==> src/bdpk_pkg.sv <==
package bdpk_pkg;

  // Bus cycle and key event codes
  typedef enum logic [2:0] {
    KIND_MEM_RD = 3'd0,
    KIND_MEM_WR = 3'd1,
    KIND_IO_RD  = 3'd2,
    KIND_IO_WR  = 3'd3,
    KIND_KEY_DN = 3'd4,
    KIND_KEY_UP = 3'd5
  } kind_e;

  // Keyboard matrix geometry
  localparam int KEY_COLUMNS  = 12;
  localparam int HALF_COLUMNS = KEY_COLUMNS / 2;
  localparam logic [5:0] SCAN_IDLE = 6'h3F;

  // I/O port groups, compared against port bits 7:4
  localparam logic [3:0] PORT_GRP_KBD  = 4'h0;
  localparam logic [3:0] PORT_GRP_UART = 4'h2;
  localparam logic [3:0] PORT_GRP_PAGE = 4'h7;

  // Page register fields
  localparam logic [2:0] PAGE_TYPE_RAM = 3'b001;
  localparam int OFFSET_BITS = 14;
  localparam int ADDR_BITS   = 19;

  typedef logic [3:0][7:0] page_table_t;

  typedef struct packed {
    logic                 mem_select;
    logic [ADDR_BITS-1:0] mapped_address;
    logic                 select_ram;
    logic                 ram_write_enable;
    logic [7:0]           read_data;
    logic                 read_data_valid;
    logic                 uart_select;
    logic [2:0]           uart_register;
  } result_t;

endpackage

==> src/bdpk_decode.sv <==
module bdpk_decode #(
  parameter int MATRIX_ROWS = 4
) (
  input  logic [2:0]                           kind_i,
  input  logic [15:0]                          bus_address_i,
  input  bdpk_pkg::page_table_t                page_table_i,
  input  logic                                 paging_on_i,
  input  logic [MATRIX_ROWS*bdpk_pkg::KEY_COLUMNS-1:0] pressed_keys_i,
  output bdpk_pkg::result_t                    result_o
);

  logic [7:0] page;
  logic [5:0] scan;

  // Scan the matrix: a pressed key pulls its data bit low when its row line is low
  always_comb begin
    scan = bdpk_pkg::SCAN_IDLE;
    for (int r = 0; r < MATRIX_ROWS; r++) begin
      for (int c = 0; c < bdpk_pkg::KEY_COLUMNS; c++) begin
        if (pressed_keys_i[r*bdpk_pkg::KEY_COLUMNS + c]) begin
          if (c >= bdpk_pkg::HALF_COLUMNS) begin
            if (!bus_address_i[r+12]) scan[c-bdpk_pkg::HALF_COLUMNS] = 1'b0;
          end else begin
            if (!bus_address_i[11-r]) scan[bdpk_pkg::HALF_COLUMNS-1-c] = 1'b0;
          end
        end
      end
    end
  end

  assign page = page_table_i[bus_address_i[15:14]];

  // Decode one bus cycle into its result word
  always_comb begin
    result_o = '0;
    case (bdpk_pkg::kind_e'(kind_i))
      bdpk_pkg::KIND_MEM_RD, bdpk_pkg::KIND_MEM_WR: begin
        result_o.mem_select = 1'b1;
        result_o.mapped_address = {5'b0, bus_address_i[bdpk_pkg::OFFSET_BITS-1:0]};
        if (paging_on_i) begin
          result_o.select_ram = (page[7:5] == bdpk_pkg::PAGE_TYPE_RAM);
          result_o.mapped_address = {page[4:0], bus_address_i[bdpk_pkg::OFFSET_BITS-1:0]};
        end
        result_o.ram_write_enable =
          (bdpk_pkg::kind_e'(kind_i) == bdpk_pkg::KIND_MEM_WR) && result_o.select_ram;
      end
      bdpk_pkg::KIND_IO_RD: begin
        if (bus_address_i[7:4] == bdpk_pkg::PORT_GRP_KBD) begin
          result_o.read_data = {2'b00, scan};
          result_o.read_data_valid = 1'b1;
        end else if (bus_address_i[7:4] == bdpk_pkg::PORT_GRP_UART) begin
          result_o.uart_select = 1'b1;
          result_o.uart_register = bus_address_i[2:0];
        end
      end
      bdpk_pkg::KIND_IO_WR: begin
        if (bus_address_i[7:4] == bdpk_pkg::PORT_GRP_UART) begin
          result_o.uart_select = 1'b1;
          result_o.uart_register = bus_address_i[2:0];
        end
      end
      default: result_o = '0;
    endcase
  end

endmodule

==> src/bus_decoder_paging_keyboard_top.sv <==
// Bus decoder with memory paging and keyboard matrix scan.
// Input channel (in_valid_i / in_stall_o): one word per CPU bus cycle or key
// event: kind, bus address, write data, key row and column.
// Output channel (out_valid_o / out_stall_i): exactly one result word per
// input word, in order: memory select, 19-bit mapped address, RAM select,
// RAM write enable, keyboard scan data, UART select and register.
// An accepted word goes straight to the output register when that is free or
// being taken. Throughput is one word per cycle while the skid is empty;
// decode is a single pass of shallow logic ahead of the output register.
// Page registers, paging enable and the pressed-key map update at the edge
// that accepts the word; each result sees the state left by earlier words.
// When the receiver stalls, a second word is caught in a skid register;
// in_stall_o rises only while that skid register is full.
// Reset clears the page registers, disables paging, releases all keys and
// empties both output registers.
module bus_decoder_paging_keyboard_top #(
  parameter int MATRIX_ROWS = 4
) (
  input  logic        clk_i,
  input  logic        rst_ni,
  input  logic        in_valid_i,
  output logic        in_stall_o,
  input  logic [2:0]  kind_i,
  input  logic [15:0] bus_address_i,
  input  logic [7:0]  write_data_i,
  input  logic [1:0]  key_row_i,
  input  logic [3:0]  key_column_i,
  output logic        out_valid_o,
  input  logic        out_stall_i,
  output logic        mem_select_o,
  output logic [18:0] mapped_address_o,
  output logic        select_ram_o,
  output logic        ram_write_enable_o,
  output logic [7:0]  read_data_o,
  output logic        read_data_valid_o,
  output logic        uart_select_o,
  output logic [2:0]  uart_register_o
);

  localparam int KeyBits = MATRIX_ROWS * bdpk_pkg::KEY_COLUMNS;

  bdpk_pkg::page_table_t page_q;
  logic                  paging_on_q;
  logic [KeyBits-1:0]    keys_q, keys_d;

  bdpk_pkg::result_t res;
  bdpk_pkg::result_t out_q, skid_q;
  logic              out_valid_q, skid_valid_q;
  logic              accept, take;

  assign in_stall_o = skid_valid_q;
  assign accept     = in_valid_i && !skid_valid_q;
  assign take       = out_valid_q && !out_stall_i;

  bdpk_decode #(
    .MATRIX_ROWS(MATRIX_ROWS)
  ) u_decode (
    .kind_i        (kind_i),
    .bus_address_i (bus_address_i),
    .page_table_i  (page_q),
    .paging_on_i   (paging_on_q),
    .pressed_keys_i(keys_q),
    .result_o      (res)
  );

  // Set or clear the addressed key; keys outside the matrix match no bit
  always_comb begin
    keys_d = keys_q;
    for (int r = 0; r < MATRIX_ROWS; r++) begin
      for (int c = 0; c < bdpk_pkg::KEY_COLUMNS; c++) begin
        if (key_row_i == 2'(r) && key_column_i == 4'(c)) begin
          if (bdpk_pkg::kind_e'(kind_i) == bdpk_pkg::KIND_KEY_DN) begin
            keys_d[r*bdpk_pkg::KEY_COLUMNS + c] = 1'b1;
          end else if (bdpk_pkg::kind_e'(kind_i) == bdpk_pkg::KIND_KEY_UP) begin
            keys_d[r*bdpk_pkg::KEY_COLUMNS + c] = 1'b0;
          end
        end
      end
    end
  end

  // Update paging and key state on each accepted word
  always_ff @(posedge clk_i or negedge rst_ni) begin
    if (!rst_ni) begin
      page_q      <= '0;
      paging_on_q <= 1'b0;
      keys_q      <= '0;
    end else if (accept) begin
      keys_q <= keys_d;
      if (bdpk_pkg::kind_e'(kind_i) == bdpk_pkg::KIND_IO_WR &&
          bus_address_i[7:4] == bdpk_pkg::PORT_GRP_PAGE) begin
        if (!bus_address_i[2]) begin
          page_q[bus_address_i[1:0]] <= write_data_i;
        end else begin
          paging_on_q <= write_data_i[0];
        end
      end
    end
  end

  // Track output and skid occupancy
  always_ff @(posedge clk_i or negedge rst_ni) begin
    if (!rst_ni) begin
      out_valid_q  <= 1'b0;
      skid_valid_q <= 1'b0;
    end else if (skid_valid_q) begin
      if (take) skid_valid_q <= 1'b0;
    end else if (accept) begin
      if (out_valid_q && out_stall_i) begin
        skid_valid_q <= 1'b1;
      end else begin
        out_valid_q <= 1'b1;
      end
    end else if (take) begin
      out_valid_q <= 1'b0;
    end
  end

  // Load result words; drain the skid into the output when it moves
  always_ff @(posedge clk_i) begin
    if (skid_valid_q) begin
      if (take) out_q <= skid_q;
    end else if (accept) begin
      if (out_valid_q && out_stall_i) begin
        skid_q <= res;
      end else begin
        out_q <= res;
      end
    end
  end

  assign out_valid_o        = out_valid_q;
  assign mem_select_o       = out_q.mem_select;
  assign mapped_address_o   = out_q.mapped_address;
  assign select_ram_o       = out_q.select_ram;
  assign ram_write_enable_o = out_q.ram_write_enable;
  assign read_data_o        = out_q.read_data;
  assign read_data_valid_o  = out_q.read_data_valid;
  assign uart_select_o      = out_q.uart_select;
  assign uart_register_o    = out_q.uart_register;

endmodule

==> config.mk <==
export PLATFORM = sky130hd
export DESIGN_NAME = bus_decoder_paging_keyboard_top
export DESIGN_NICKNAME = d
export VERILOG_FILES = /design/src/bdpk_pkg.sv /design/src/bdpk_decode.sv /design/src/bus_decoder_paging_keyboard_top.sv
export SDC_FILE = /design/constraint.sdc
export NUM_CORES = 1
export LEC_CHECK = 0
export ABC_AREA = 1
export BUFFER_PORTS_ARGS = -buffer_cell sky130_fd_sc_hd__buf_2
export CAP_MARGIN = 20
export CORE_MARGIN = 4
export CORE_UTILIZATION = 58
export CTS_CLUSTER_SIZE = 8
export DETAILED_ROUTE_END_ITERATION = 10
export GPL_ROUTABILITY_DRIVEN = 0
export PLACE_DENSITY_LB_ADDON = 0.2
export SLEW_MARGIN = 20
export SYNTH_ARGS = -nofsm -noshare
export SYNTH_HDL_FRONTEND = slang
export SYNTH_SLANG_ARGS = --single-unit
==> constraint.sdc <==
create_clock -name clk_i -period 3.38 [get_ports clk_i]
set_clock_uncertainty 0.1 [all_clocks]
set_input_delay 0.338 -clock clk_i [delete_from_list [all_inputs] [get_ports clk_i]]
set_output_delay 0.338 -clock clk_i [all_outputs]
set_load 0.03 [all_outputs]
==> results.md <==
- Outcome: completed
- Via count of the first global-routing pass: 5,230
- Count of buffers inserted at the top-level ports: 71
- Global-route wire length before repair: around 26 mm
- Maximum level of the CTS H-tree: 4
- Worst-case headroom to the max-slew limit: 44.89%
- Clock tree from TritonCTS: built
- Cell at the root of the clock tree: sky130_fd_sc_hd__clkbuf_16
- Total I/O pin count: 74
- Minimum clock period after layout: about 2600 ps
- Xor-xnor portion of the synthesized cell area: 0%
- Ratio of cells with drive above 1 in the final layout: around 14%
- Commonest cells in the netlist: sky130_fd_sc_hd__nand2_1 (233), sky130_fd_sc_hd__o21ai_0 (89), sky130_fd_sc_hd__dfrtp_1 (83), sky130_fd_sc_hd__nor2_1 (83), sky130_fd_sc_hd__inv_1 (74)
- Cts bufs inserted: 17
- Final routed DRC violation total: 0
- Highest clock frequency the design can meet: a little under 0.4 GHz
- Final std cells w/o fill: between 900 and 1,000
- Worst-margin pin slew: ~800 ps
- Distinct cells, synth: 24
- GRT Residual Overflow: 0
- Largest buffer count on any clock path: 2
- Aggregate global-route resource usage: ~25%
- Final Cell Area: between 7000 and 8000 um^2
- Worst Path Arrival: approximately 2600 ps
- Maximum fanout encountered on the critical timing path: 23
- Hold Crit Class: in -> reg
- Total Wirelength: approximately 16 mm
- Core region area: 11,370 um^2
- NumNets Final: a little under 900
- Post-synthesis mux area share: 0%
- Vias per cell: ~5.5
- Register bit count reported by yosys: about 150
- Clock slew at the register clock pins of the worst setup and hold paths: about 60 ps
- Detailed-route wire length per cell: roughly 16 um
- Biggest area consumer among synthesized cells: sky130_fd_sc_hd__dfrtp_1
- CP Launch Type: flip-flop
- Post-Synthesis Cells: 766
- Placed standard-cell area: approximately 7000 um^2
- Die width: roughly 120 um
- RSZ-0062 raised after global routing: false
- Fraction of registers with async set/reset: between 50% and 60%
- Total Neg Setup Slack: 0 ps
- Summed instance area of the synthesized netlist: 6708 um^2
- Number of pins with negative max-slew slack in the final report: 0
- Number of antenna violations at the first check in global routing: 0
- Proportion of synthesized chip area in sequential cells: between 60% and 70%
- Average cell area after synthesis: 8.757 um^2
- Worst endpoint required time: roughly 3400 ps
- Die outline height: 115.5 um
- Initial core utilization: between 50% and 60%
- Dominant cell by count in the synthesized netlist: sky130_fd_sc_hd__nand2_1
- Final setup viols: 0
- Number of cells in the design after placement: 962
- Detailed-route via count: 5,493
- Endpoint class of the critical path: flip-flop
- Hold violation count in the final report: 0
- Clk sinks: between 100 and 150
- # Post-CTS Setup Buffers: 0
- Post-synth EDFFs: 66
- Drt first pass iters: 5
- Tightest hold margin: about 110 ps
- Die outline area: around 13,000 um^2
- Placed wire-length estimate after detailed placement: roughly 11 mm
- Later-pin clock latency in the skew report: 420 ps
- Detailed Route Iter0 Violations: between 600 and 700
- Post-cts sizing count: 0
- Power per cell area: around 670 nW/um^2
- Share of the synthesized area in compound gates (AO/OA/AOI/OAI): 9.364%
- Final Cycle Share: roughly three quarters
- Main combinational cell family by area after synthesis: simple AND/OR/NAND/NOR gates
- Synthesis warning total: 0
- Area share of the largest cell type after synthesis: 30.96%
- Largest net degree at the start of global routing: between 80 and 90
- Type of the worst setup path: reg -> reg
- Top flip-flop cell by instance count after synthesis: sky130_fd_sc_hd__dfrtp_1
- Synthesis-to-layout area growth: 15.93%
- Static power due to leakage: approximately 3.6 nW
- Share of synthesized cell area in full adder, half adder and majority cells: 0%
- Peak ir drop on the vdd network: between 0.4 and 0.5 mV
- Simple-gate share of the synthesized area: a little under a quarter
- Max_cap viols: 0
- Number of routed nets with antenna violations: 0
- Largest cells by area after synthesis: sky130_fd_sc_hd__dfrtp_1 (31%), sky130_fd_sc_hd__edfxtp_1 (30%), sky130_fd_sc_hd__nand2_1 (13%)
- Diodes inserted: 0
- Number of standard-cell rows in the floorplan: 39
-- metrics by stage --
| step | setup WS, ps | utilization [%] | power [W] |
|---|---|---|---|
| floorplan | 259.4 | - | 0.003043 |
| global placement | 906.8 | 63.32 | 0.003353 |
| detailed placement | 805.5 | 63.32 | 0.003391 |
| CTS | 814.0 | 68.27 | 0.005195 |
| global route | 598.7 | 68.39 | 0.005378 |
| finish | 815.3 | 68.39 | 0.005173 |
-- cells in the final DEF, fill, tap and decap left out, drive strengths merged --
cell type    instances
and2                 1
nand3               54
nand4                6
clkbuf              22
nor3                 9
conb                 2
bufinv               2
a21oi                4
clkinvlp             2
clkinv               7
nand2              233
edfxtp              66
nor2                84
o31ai                1
dfrtp               83
buf                 78
dlygate4sd3          1
inv                 77
o21ai              120
-- repair_timing --
item | in CTS | in global routing
endpoints found under the hold margin | 0 | 83
setup endpoints to repair | 0 | 0
hold buffers | 0 | 1
-- flip-flops by register name (all words and copies together) (netlist names) --
register	count
read_data_o	6
read_data_valid_o	1
in_stall_o	1
paging_on_q	1
select_ram_o	1
ram_write_enable_o	1
uart_register_o	3
mapped_address_o	19
uart_select_o	1
skid_q	33
mem_select_o	1
page_q	32
keys_q	48
out_valid_o	1
-- power breakdown --
group	internal [W]	switching [W]
logic	0.000238	0.000842
registers	0.00221	0.0000713
clock network	0.00110	0.000714
-- path summary, 6_finish.rpt --
check / slack (ps) / endpoint / cells after the start / start
setup / recovery: 820 / mapped_address_o[0] / 6 / in_stall_o
setup reg to reg: 820 / mapped_address_o[0] / 6 / in_stall_o
max in group asynchronous: 2210 / keys_q[23] / 2 / rst_ni
min in group asynchronous: 430 / page_q[24] / 2 / rst_ni
hold reg to reg: 380 / keys_q[23] / 2 / keys_q[23]
hold / removal: 110 / page_q[28] / 3 / write_data_i[4]
-- cell type report --
type	count	area, um^2
flip-flops and latches	149	4059
well taps	143	178.9
inverters	78	292.8
multi-input cells	514	2258
clock buffers	22	454.2
fillers	865	3593
clock inverters	10	108.9
repair buffers	79	424.2
-- routing by layer --
layer	wire length, um	GRT usage, %
met1	7086	35.37
met2	7640	39.93
met3	1122	5.535
met4	262	7.746
met5	0	0
-- critical path: stages, from the launching register on --
cell and delay [ps]:
sky130_fd_sc_hd__dfrtp_1 380, sky130_fd_sc_hd__inv_2 300, sky130_fd_sc_hd__nand2_1 260, sky130_fd_sc_hd__inv_1 180, sky130_fd_sc_hd__a21oi_1 100, sky130_fd_sc_hd__a21oi_4 590
sky130_fd_sc_hd__buf_4 330
-- cells by family (layout without fill, tap and decap cells) --
kind of cell    count (synthesis)  after routing
compound gates                125            125
buf+inv                       104            189
flops                         149            149
other cells                     1              2
simple gates                  387            387
No activity file was read; power rests on OpenSTA's default activity.
